===== config.mk =====
export PLATFORM = sky130hd
export DESIGN_NAME = rgb_to_hsv_pixel
export DESIGN_NICKNAME = d
export VERILOG_FILES = /design/src/rtl/core/rgbhsv_pkg.sv /design/src/rtl/core/rgbhsv_front.sv /design/src/rtl/core/rgbhsv_queue.sv /design/src/rtl/core/rgbhsv_back.sv /design/src/rtl/core/rgb_to_hsv_pixel.sv
export SDC_FILE = /design/constraint.sdc
export NUM_CORES = 2
export LEC_CHECK = 0
export ABC_AREA = 1
export ABC_CLOCK_PERIOD_IN_PS = 42400
export BUFFER_PORTS_ARGS = -buffer_cell sky130_fd_sc_hd__buf_4
export CORE_MARGIN = 4
export CORE_UTILIZATION = 55
export DETAILED_ROUTE_END_ITERATION = 12
export GPL_ROUTABILITY_DRIVEN = 0
export PLACE_DENSITY = 0.71
export SLEW_MARGIN = 30
export SYNTH_ARGS = -nofsm -noshare
export SYNTH_HDL_FRONTEND = slang
export SYNTH_SLANG_ARGS = --single-unit

===== constraint.sdc =====
create_clock -name clk -period 42.4 [get_ports clk]
set_clock_uncertainty 0.05 [all_clocks]
set_input_delay 6.36 -clock clk [delete_from_list [all_inputs] [get_ports clk]]
set_output_delay 6.36 -clock clk [all_outputs]
set_load 0.01 [all_outputs]

===== src/rtl/core/rgbhsv_pkg.sv =====
// ----------------------------------------------------------------------------
// RGB to HSV package
// Shared constants and the beat record passed from the front to the back part.
// ----------------------------------------------------------------------------
package rgbhsv_pkg;

  localparam int unsigned FracBitsDefault = 12;
  localparam int unsigned CompW           = 8;
  localparam int unsigned HueW            = 15;
  localparam int unsigned SatW            = 13;
  localparam int unsigned InDataW         = 24;
  localparam int unsigned OutDataW        = 40;

  typedef enum logic [1:0] {
    SECT_RED   = 2'd0,
    SECT_GREEN = 2'd1,
    SECT_BLUE  = 2'd2
  } sector_t;

  typedef struct packed {
    logic [CompW-1:0] mx;
    logic [CompW-1:0] spread;
    logic [CompW-1:0] dmag;
    logic             dneg;
    sector_t          sector;
  } cls_t;

endpackage


===== src/rtl/core/rgbhsv_front.sv =====
// ----------------------------------------------------------------------------
// RGB to HSV front part
// Finds maximum, spread, sector and the signed difference of one pixel.
// ----------------------------------------------------------------------------
module rgbhsv_front (
  input  logic                        clk,
  input  logic                        rst_n,
  input  logic                        in_valid,
  output logic                        in_ready,
  input  logic [rgbhsv_pkg::CompW-1:0] red,
  input  logic [rgbhsv_pkg::CompW-1:0] green,
  input  logic [rgbhsv_pkg::CompW-1:0] blue,
  output logic                        cls_valid,
  input  logic                        cls_ready,
  output rgbhsv_pkg::cls_t            cls
);
  import rgbhsv_pkg::*;

  logic             valid_r;
  cls_t             cls_r;
  cls_t             cls_nxt;
  logic [CompW-1:0] mx, mn;
  logic [CompW:0]   d;

  always_comb begin
    mx = (red > green) ? red : green;
    mx = (mx > blue) ? mx : blue;
    mn = (red < green) ? red : green;
    mn = (mn < blue) ? mn : blue;
    if (red == mx) begin
      cls_nxt.sector = SECT_RED;
      d = {1'b0, green} - {1'b0, blue};
    end else if (green == mx) begin
      cls_nxt.sector = SECT_GREEN;
      d = {1'b0, blue} - {1'b0, red};
    end else begin
      cls_nxt.sector = SECT_BLUE;
      d = {1'b0, red} - {1'b0, green};
    end
    cls_nxt.mx     = mx;
    cls_nxt.spread = mx - mn;
    cls_nxt.dneg   = d[CompW];
    cls_nxt.dmag   = d[CompW] ? CompW'(-d) : d[CompW-1:0];
  end

  assign in_ready  = !valid_r || cls_ready;
  assign cls_valid = valid_r;
  assign cls       = cls_r;

  always_ff @(posedge clk) begin
    if (!rst_n) begin
      valid_r <= 1'b0;
    end else if (in_ready) begin
      valid_r <= in_valid;
    end
  end

  always_ff @(posedge clk) begin
    if (in_ready && in_valid) begin
      cls_r <= cls_nxt;
    end
  end

endmodule


===== src/rtl/core/rgbhsv_queue.sv =====
// ----------------------------------------------------------------------------
// RGB to HSV queue
// Two-entry queue that decouples the front part from the back part.
// ----------------------------------------------------------------------------
module rgbhsv_queue (
  input  logic             clk,
  input  logic             rst_n,
  input  logic             wr_valid,
  output logic             wr_ready,
  input  rgbhsv_pkg::cls_t wr_data,
  output logic             rd_valid,
  input  logic             rd_ready,
  output rgbhsv_pkg::cls_t rd_data
);
  import rgbhsv_pkg::*;

  cls_t       mem_r [2];
  logic       wp_r, rp_r;
  logic [1:0] cnt_r;
  logic       wr, rd;

  assign wr_ready = (cnt_r != 2'd2);
  assign rd_valid = (cnt_r != 2'd0);
  assign rd_data  = mem_r[rp_r];
  assign wr       = wr_valid && wr_ready;
  assign rd       = rd_valid && rd_ready;

  always_ff @(posedge clk) begin
    if (!rst_n) begin
      wp_r  <= 1'b0;
      rp_r  <= 1'b0;
      cnt_r <= 2'd0;
    end else begin
      if (wr) wp_r <= !wp_r;
      if (rd) rp_r <= !rp_r;
      cnt_r <= cnt_r + {1'b0, wr} - {1'b0, rd};
    end
  end

  always_ff @(posedge clk) begin
    if (wr) mem_r[wp_r] <= wr_data;
  end

  assert property (@(posedge clk) disable iff (!rst_n) cnt_r != 2'd3)
    else $error("queue count out of range");
  assert property (@(posedge clk) disable iff (!rst_n)
    (cnt_r == 2'd2 && !rd) |=> (cnt_r == 2'd2))
    else $error("full queue lost an entry");
  assert property (@(posedge clk) disable iff (!rst_n)
    (cnt_r == 2'd0) |-> (wp_r == rp_r))
    else $error("empty queue pointers differ");

endmodule


===== src/rtl/core/rgbhsv_back.sv =====
// ----------------------------------------------------------------------------
// RGB to HSV back part
// Pipelined restoring dividers for saturation and hue, one quotient bit a stage.
// ----------------------------------------------------------------------------
module rgbhsv_back #(
  parameter int unsigned FRAC_BITS = rgbhsv_pkg::FracBitsDefault
) (
  input  logic                               clk,
  input  logic                               rst_n,
  input  logic                               cls_valid,
  output logic                               cls_ready,
  input  rgbhsv_pkg::cls_t                   cls,
  output logic                               out_tvalid,
  input  logic                               out_tready,
  output logic [rgbhsv_pkg::OutDataW-1:0]    out_tdata
);
  import rgbhsv_pkg::*;

  localparam int unsigned NumW = CompW + FRAC_BITS;
  localparam int unsigned Stg  = NumW;
  localparam int unsigned HW   = FRAC_BITS + 4;

  logic             v_r   [Stg+1];
  logic [NumW-1:0]  sn_r  [Stg+1];
  logic [CompW:0]   sr_r  [Stg+1];
  logic [NumW-1:0]  hn_r  [Stg+1];
  logic [CompW:0]   hr_r  [Stg+1];
  cls_t             c_r   [Stg+1];
  logic             adv;
  logic             ovalid_r;
  logic [OutDataW-1:0] odata_r;
  logic [OutDataW-1:0] odata_nxt;
  logic [HW-1:0]    h;
  logic [HW-1:0]    base;
  logic             gray;

  assign adv       = !ovalid_r || out_tready || !v_r[Stg];
  assign cls_ready = adv;

  always_ff @(posedge clk) begin
    if (adv) begin
      sn_r[0] <= {cls.spread, FRAC_BITS'(0)};
      sr_r[0] <= '0;
      hn_r[0] <= {cls.dmag, FRAC_BITS'(0)};
      hr_r[0] <= '0;
      c_r[0]  <= cls;
    end
  end

  for (genvar s = 0; s < Stg; s++) begin : g_stage
    logic [CompW+1:0] st, ht;
    always_comb begin
      st = {sr_r[s], sn_r[s][NumW-1]} - {2'b0, c_r[s].mx};
      ht = {hr_r[s], hn_r[s][NumW-1]} - {2'b0, c_r[s].spread};
    end
    always_ff @(posedge clk) begin
      if (adv) begin
        c_r[s+1]  <= c_r[s];
        sn_r[s+1] <= {sn_r[s][NumW-2:0], !st[CompW+1]};
        sr_r[s+1] <= st[CompW+1] ? {sr_r[s][CompW-1:0], sn_r[s][NumW-1]} : st[CompW:0];
        hn_r[s+1] <= {hn_r[s][NumW-2:0], !ht[CompW+1]};
        hr_r[s+1] <= ht[CompW+1] ? {hr_r[s][CompW-1:0], hn_r[s][NumW-1]} : ht[CompW:0];
      end
    end
  end

  for (genvar s = 0; s <= Stg; s++) begin : g_valid
    always_ff @(posedge clk) begin
      if (!rst_n) begin
        v_r[s] <= 1'b0;
      end else if (adv) begin
        v_r[s] <= (s == 0) ? cls_valid : v_r[(s == 0) ? 0 : s-1];
      end
    end
  end

  always_comb begin
    gray = (c_r[Stg].spread == '0);
    case (c_r[Stg].sector)
      SECT_RED:   base = '0;
      SECT_GREEN: base = HW'(2) << FRAC_BITS;
      SECT_BLUE:  base = HW'(4) << FRAC_BITS;
      default:    base = '0;
    endcase
    if (c_r[Stg].dneg) begin
      h = base - HW'(hn_r[Stg]);
      if (c_r[Stg].sector == SECT_RED && hn_r[Stg] != '0) h = h + (HW'(6) << FRAC_BITS);
    end else begin
      h = base + HW'(hn_r[Stg]);
    end
    odata_nxt = '0;
    odata_nxt[HueW-1:0]           = gray ? '0 : HueW'(h);
    odata_nxt[HueW+SatW-1:HueW]   = gray ? '0 : SatW'(sn_r[Stg]);
    odata_nxt[HueW+SatW+CompW-1:HueW+SatW] = c_r[Stg].mx;
    odata_nxt[HueW+SatW+CompW]    = gray;
  end

  always_ff @(posedge clk) begin
    if (!rst_n) begin
      ovalid_r <= 1'b0;
    end else if (!ovalid_r || out_tready) begin
      ovalid_r <= v_r[Stg];
    end
  end

  always_ff @(posedge clk) begin
    if (!ovalid_r || out_tready) odata_r <= odata_nxt;
  end

  assign out_tvalid = ovalid_r;
  assign out_tdata  = odata_r;

  assert property (@(posedge clk) disable iff (!rst_n)
    (ovalid_r && !out_tready) |=> $stable(odata_r))
    else $error("result changed while stalled");
  assert property (@(posedge clk) disable iff (!rst_n)
    (ovalid_r && odata_r[HueW+SatW+CompW]) |-> (odata_r[HueW+SatW-1:0] == '0))
    else $error("gray pixel with nonzero hue or saturation");
  assert property (@(posedge clk) disable iff (!rst_n)
    (ovalid_r && !out_tready && v_r[Stg]) |-> !adv)
    else $error("pipeline advanced into a full output");

endmodule


===== src/rtl/core/rgb_to_hsv_pixel.sv =====
// ----------------------------------------------------------------------------
// RGB to HSV pixel converter
// Throughput is one pixel per cycle while out_tready holds the output open;
// a low out_tready stalls the pipeline. The quotient pipeline of 8 + FRAC_BITS
// divider stages sets the latency. Synchronous active-low reset empties every stage.
// ----------------------------------------------------------------------------
module rgb_to_hsv_pixel #(
  parameter int unsigned FRAC_BITS = rgbhsv_pkg::FracBitsDefault
) (
  input  logic                            clk,
  input  logic                            rst_n,
  input  logic                            in_tvalid,
  output logic                            in_tready,
  input  logic [rgbhsv_pkg::InDataW-1:0]  in_tdata,   // red, green, blue
  output logic                            out_tvalid,
  input  logic                            out_tready,
  output logic [rgbhsv_pkg::OutDataW-1:0] out_tdata   // hue, saturation, value, is_gray
);
  import rgbhsv_pkg::*;

  logic cf_valid, cf_ready, qb_valid, qb_ready;
  cls_t cf, qb;

  rgbhsv_front u_front (
    .clk(clk), .rst_n(rst_n), .in_valid(in_tvalid), .in_ready(in_tready),
    .red(in_tdata[7:0]), .green(in_tdata[15:8]), .blue(in_tdata[23:16]),
    .cls_valid(cf_valid), .cls_ready(cf_ready), .cls(cf)
  );

  rgbhsv_queue u_queue (
    .clk(clk), .rst_n(rst_n), .wr_valid(cf_valid), .wr_ready(cf_ready), .wr_data(cf),
    .rd_valid(qb_valid), .rd_ready(qb_ready), .rd_data(qb)
  );

  rgbhsv_back #(.FRAC_BITS(FRAC_BITS)) u_back (
    .clk(clk), .rst_n(rst_n), .cls_valid(qb_valid), .cls_ready(qb_ready), .cls(qb),
    .out_tvalid(out_tvalid), .out_tready(out_tready), .out_tdata(out_tdata)
  );

endmodule

==> impl_summary.md <==
Status
The run finished with clean final reports.

Routing
The routed wire length is between 80000 and 90000 um. After detailed routing, the number of remaining DRC violations is 0. The total routed wire length on the met1 layer is about 34000 um. The highest routing layer actually used is met4. After detailed routing, the met3 layer carries 3050 um of wire.

In the final routed layout, each cell accounts on average for 13.6 um. For this block, the via count after detailed routing is just over 30000. Wire segments on met2 add up to 43600 um in the final route.

The first detailed-routing pass took 7 iterations. The average via count per standard cell is about 5.1. The DRC marker count from the first detailed-route iteration is between 1500 and 2000.

In this run the remaining antenna-violating nets after routing total 0.

Worst setup path
The critical path capture point type is a flip-flop. The worst register-to-register path has a setup slack of approximately 38 ns. Data on the critical path arrives at its endpoint at 11.64 ns. The biggest fanout along the worst timing path is 16. The depth of the worst register-to-register path is 8. The worst setup path is of the primary input to flip-flop kind. For this design, the slowest cell found on the critical path is sky130_fd_sc_hd__nand3_1.

In this run the critical register-to-register path is captured at u_back.sn_r[18][2]. The origin of the critical flop-to-flop path is u_back.out_tvalid. The largest stage delay on the critical path is about 0.46 ns.

The required time at the worst-slack endpoint is around 43 ns. In this design, the critical path's most frequently occurring cell is sky130_fd_sc_hd__nand2_1. The critical path startpoint category is a primary input.

Logic synthesis
The cell area after synthesis is 0.0557 mm2. Yosys printed 0 warnings. The fraction of registers with async set or reset after synthesis is 0%. The number of enable flip-flop cells after synthesis is approximately 1200. Among all flip-flop cells after synthesis, the most frequent one is sky130_fd_sc_hd__edfxtp_1. The number of instances in the synthesized netlist is approximately 4500.

The netlist uses 46 different library cells. The average cell area after synthesis is around 13 um2. The register bit total from synthesis is 1224.

The proportion of synthesized chip area in sequential cells is 65.9%.

GRT
The global-route wire length before repair is 142000 um. The via count of the first global-routing pass is about 31000. For this run, the total global-route usage over all layers was measured as between 10% and 20%. The leftover overflow at the end of global routing is 0. The number of antenna violations at the first check in global routing is 0. The largest net degree at the start of global routing is 196.

Hold path
The worst hold path passes through 0 cells. The worst hold-check path type is flip-flop to flip-flop. In this run the most critical hold path is launched from u_back.hn_r[13][8].

The worst hold path terminates at u_back.hn_r[14][9].

Clocking
TritonCTS built the clock tree. The hold buffer count at CTS is 0. After clock tree synthesis, the clock-pin slew on the worst setup and hold paths is 0.06 ns.

The depth of the CTS H-tree is 3. The cell at the root of the clock tree is sky130_fd_sc_hd__clkbuf_16. Buffers inserted during clock tree synthesis total 120. For the worst-skew pair, the clock arrives at the later sink with an insertion delay of 0.69 ns.

Counting along the longest clock path gives a buffer depth of 3. The number of gates resized after CTS was 0. The CTS sink count is approximately 1200. After clock tree synthesis, the setup repair step added 0 buffers.

Timing
The hold violation count in the final report was 0. The total setup violations reported at the end of the flow is 0. The count of final max-slew check failures was 0. Final hold analysis gives a worst-case slack of roughly 0.36 ns. The worst path in the final design needs a cycle of between 10 and 15 ns, including I/O delays and setup. The final setup TNS is 0 ns. The worst pin sits at a relative slew slack of around two fifths. The fmax is 88.9 MHz.

The transition time at the pin with the least slew margin is 0.921 ns. The share of the clock period used by the worst path is between 20% and 30%. After layout, the worst setup slack is 31.15 ns. Setup repair after global routing left no endpoint under its margin.

Pwr
VDD sags by at most 46.1 uV. Internal power comes to roughly 3.4 mW. The design draws 5.01 mW.

In this run the power spent charging and discharging nets is between 1.5 and 2 mW. The total power density per cell area is about 81 mW/mm2. Per report_power, the sequential group accounts for 44.9% of the total. The part of the power in combinational logic is 34.0%.

The switching power share of the total is 32.8%. The clock network fraction of total power is between 20% and 30%. The leakage power is 26.5 nW.

Job
The number of violations of the max-capacitance limit is 0.

Die
After floorplanning, the core was sized to cover approximately 0.1 mm2. The number of rows in the core area is 116. In this run the count of I/O pins placed on the die edge is 70. The floorplan step set the die width to 326 um. The floorplan step set the die height to about 330 um. The overall die area is between 0.1 and 0.15 mm2. For this configuration, the core starts out at a cell density of between 50% and 60%.

Cells and area
The number of antenna diodes in the final layout is 0. The number of nets at the end of the flow is 5014. The signed area change from the synthesized netlist to the final layout is 11.1%. Cells with a size suffix above 1 make up under 10% of the layout.

Placement
The post-DP HPWL is approximately 57000 um. The post-place setup slack is approximately 30 ns. The number of buffers added on ports is 66.
==> synthesized netlist by cell type (all sizes together) (32+ instances only) <==
| library cell | n | area share (%) |
|---|---|---|
| a21oi | 259 | 2.3 |
| clkbuf | 48 | 0.32 |
| edfxtp | 1216 | 66 |
| fa | 40 | 1.4 |
| ha | 336 | 7.5 |
| inv | 655 | 4.4 |
| nand2 | 657 | 4.5 |
| nand3 | 85 | 0.84 |
| nor2 | 234 | 1.7 |
| nor3 | 64 | 0.58 |
| o21a | 32 | 0.43 |
| o21ai | 381 | 3.5 |
| or2 | 33 | 0.37 |
| xnor2 | 118 | 1.9 |
| xor2 | 159 | 2.5 |
==> final cells by class <==
cell class                      count  area, um2
Clock inverter                     84        866
Fill cell                        7513      38400
Sequential cell                  1224      36700
Clock buffer                      142       3110
Multi-Input combinational cell   2525      16400
Timing Repair Buffer               84        678
Inverter                          655       2470
Tap cell                         1357       1700
==> through the flow <==
| step | std cells | instance area [um2] | utilization [%] |
|---|---|---|---|
| 2_1_floorplan | 4461 | 55700 | - |
| 3_3_place_gp | 5844 | 57800 | 57.7 |
| 3_5_place_dp | 5844 | 57900 | 57.7 |
| 4_1_cts | 6070 | 61900 | 61.7 |
| 5_1_grt | 6071 | 61900 | 61.7 |
| 6_report | 6071 | 61900 | 61.7 |
==> logic make-up after synthesis <==
logic type                 Yosys count  share of synthesized area, %
AOI/OAI and AO/OA                  742                          7.16
xor gates and xnor gates           277                          4.36
adders and majority gates          376                          8.99
buffers and inverters              712                          4.86
DFF                               1224                          65.9
muxes                               27                         0.546
other                                1                       0.00673
and+or+nand+nor                   1094                          8.23
==> how the worst max path moves through the flow <==
stage | from | endpoint | slack, ns | depth (start not counted)
after floorplan | out_tready | u_back.v_r[0][1] | 8.70 | 7
after global placement | out_tready | u_back.sn_r[20][2] | 30.71 | 10
after detailed placement | out_tready | u_back.sn_r[19][1] | 30.63 | 10
after CTS | in_tdata[14] | u_front.cls[7] | 31.37 | 32
after global routing | in_tdata[14] | u_front.cls[7] | 30.73 | 32
final | in_tdata[14] | u_front.cls[7] | 31.15 | 32
==> power by group through the flow <==
stage / Combinational [mW] / Clock (mW) / Sequential [mW]
floorplan: 1.38 / 0 / 2.19
global placement: 1.64 / 0 / 2.26
detailed placement: 1.71 / 0 / 2.28
CTS: 1.73 / 1.09 / 2.26
global route: 2.00 / 1.14 / 2.30
finish: 1.71 / 1.06 / 2.25
==> layout by cell type, fill, tap and decap left out, types with 8 or more instances in the layout <==
| cell | netlist | final |
|---|---|---|
| sky130_fd_sc_hd__clkinv_2 | 0 | 26 |
| sky130_fd_sc_hd__xor2_1 | 159 | 159 |
| sky130_fd_sc_hd__clkinv_1 | 0 | 29 |
| sky130_fd_sc_hd__clkbuf_16 | 0 | 121 |
| sky130_fd_sc_hd__bufinv_16 | 0 | 16 |
| sky130_fd_sc_hd__o21a_1 | 32 | 32 |
| sky130_fd_sc_hd__xnor2_1 | 118 | 112 |
| sky130_fd_sc_hd__nor3_1 | 64 | 64 |
| sky130_fd_sc_hd__fa_1 | 40 | 40 |
| sky130_fd_sc_hd__clkbuf_1 | 48 | 21 |
| sky130_fd_sc_hd__dfxtp_1 | 8 | 8 |
| sky130_fd_sc_hd__a211oi_1 | 21 | 21 |
| sky130_fd_sc_hd__nand2_2 | 18 | 19 |
| sky130_fd_sc_hd__o31ai_1 | 12 | 12 |
| sky130_fd_sc_hd__mux2_2 | 27 | 27 |
| sky130_fd_sc_hd__nor2_2 | 9 | 10 |
| sky130_fd_sc_hd__nor2_1 | 222 | 220 |
| sky130_fd_sc_hd__or2_2 | 32 | 32 |
| sky130_fd_sc_hd__a21oi_1 | 259 | 259 |
| sky130_fd_sc_hd__ha_1 | 336 | 336 |
| sky130_fd_sc_hd__buf_4 | 4 | 78 |
| sky130_fd_sc_hd__inv_1 | 654 | 652 |
| sky130_fd_sc_hd__o21ai_0 | 376 | 376 |
| sky130_fd_sc_hd__nand2_1 | 638 | 637 |
| sky130_fd_sc_hd__nand3_1 | 78 | 78 |
| sky130_fd_sc_hd__o21bai_1 | 25 | 25 |
| sky130_fd_sc_hd__edfxtp_1 | 1216 | 1216 |
| sky130_fd_sc_hd__conb_1 | 1 | 9 |
==> sequential cells by signal, summed over array words and instances, names as in the netlist, named ones only <==
register,flops
u_back.hr_r,171
u_back.sr_r,171
u_back.out_tvalid,1
u_back.hn_r,210
u_queue.mem_r,54
u_back.v_r,21
u_queue.cnt_r,2
u_queue.wp_r,1
u_queue.rp_r,1
u_back.sn_r,91
u_back.out_tdata,37
u_front.cls,27
u_back.c_r,435
u_front.cls_valid,1
==> layer usage <==
metal  global-route usage, %  vias to the layer above
met5                       0                        -
met4                    4.88                        0
met3                    2.71                      164
met2                    29.7                      438
li1                        -                    15700
met1                    18.2                    14600
==> critical path, delay by kind of cell <==
| family | cells | cell delay (ns) |
|---|---|---|
| buf+inv | 5 | 0.75 |
| simple gates | 21 | 3.29 |
| fa+ha+maj | 3 | 0.84 |
| compound gates | 2 | 0.23 |
| xor+xnor | 1 | 0.16 |
Note: power is estimated with default switching activity, not from simulation.
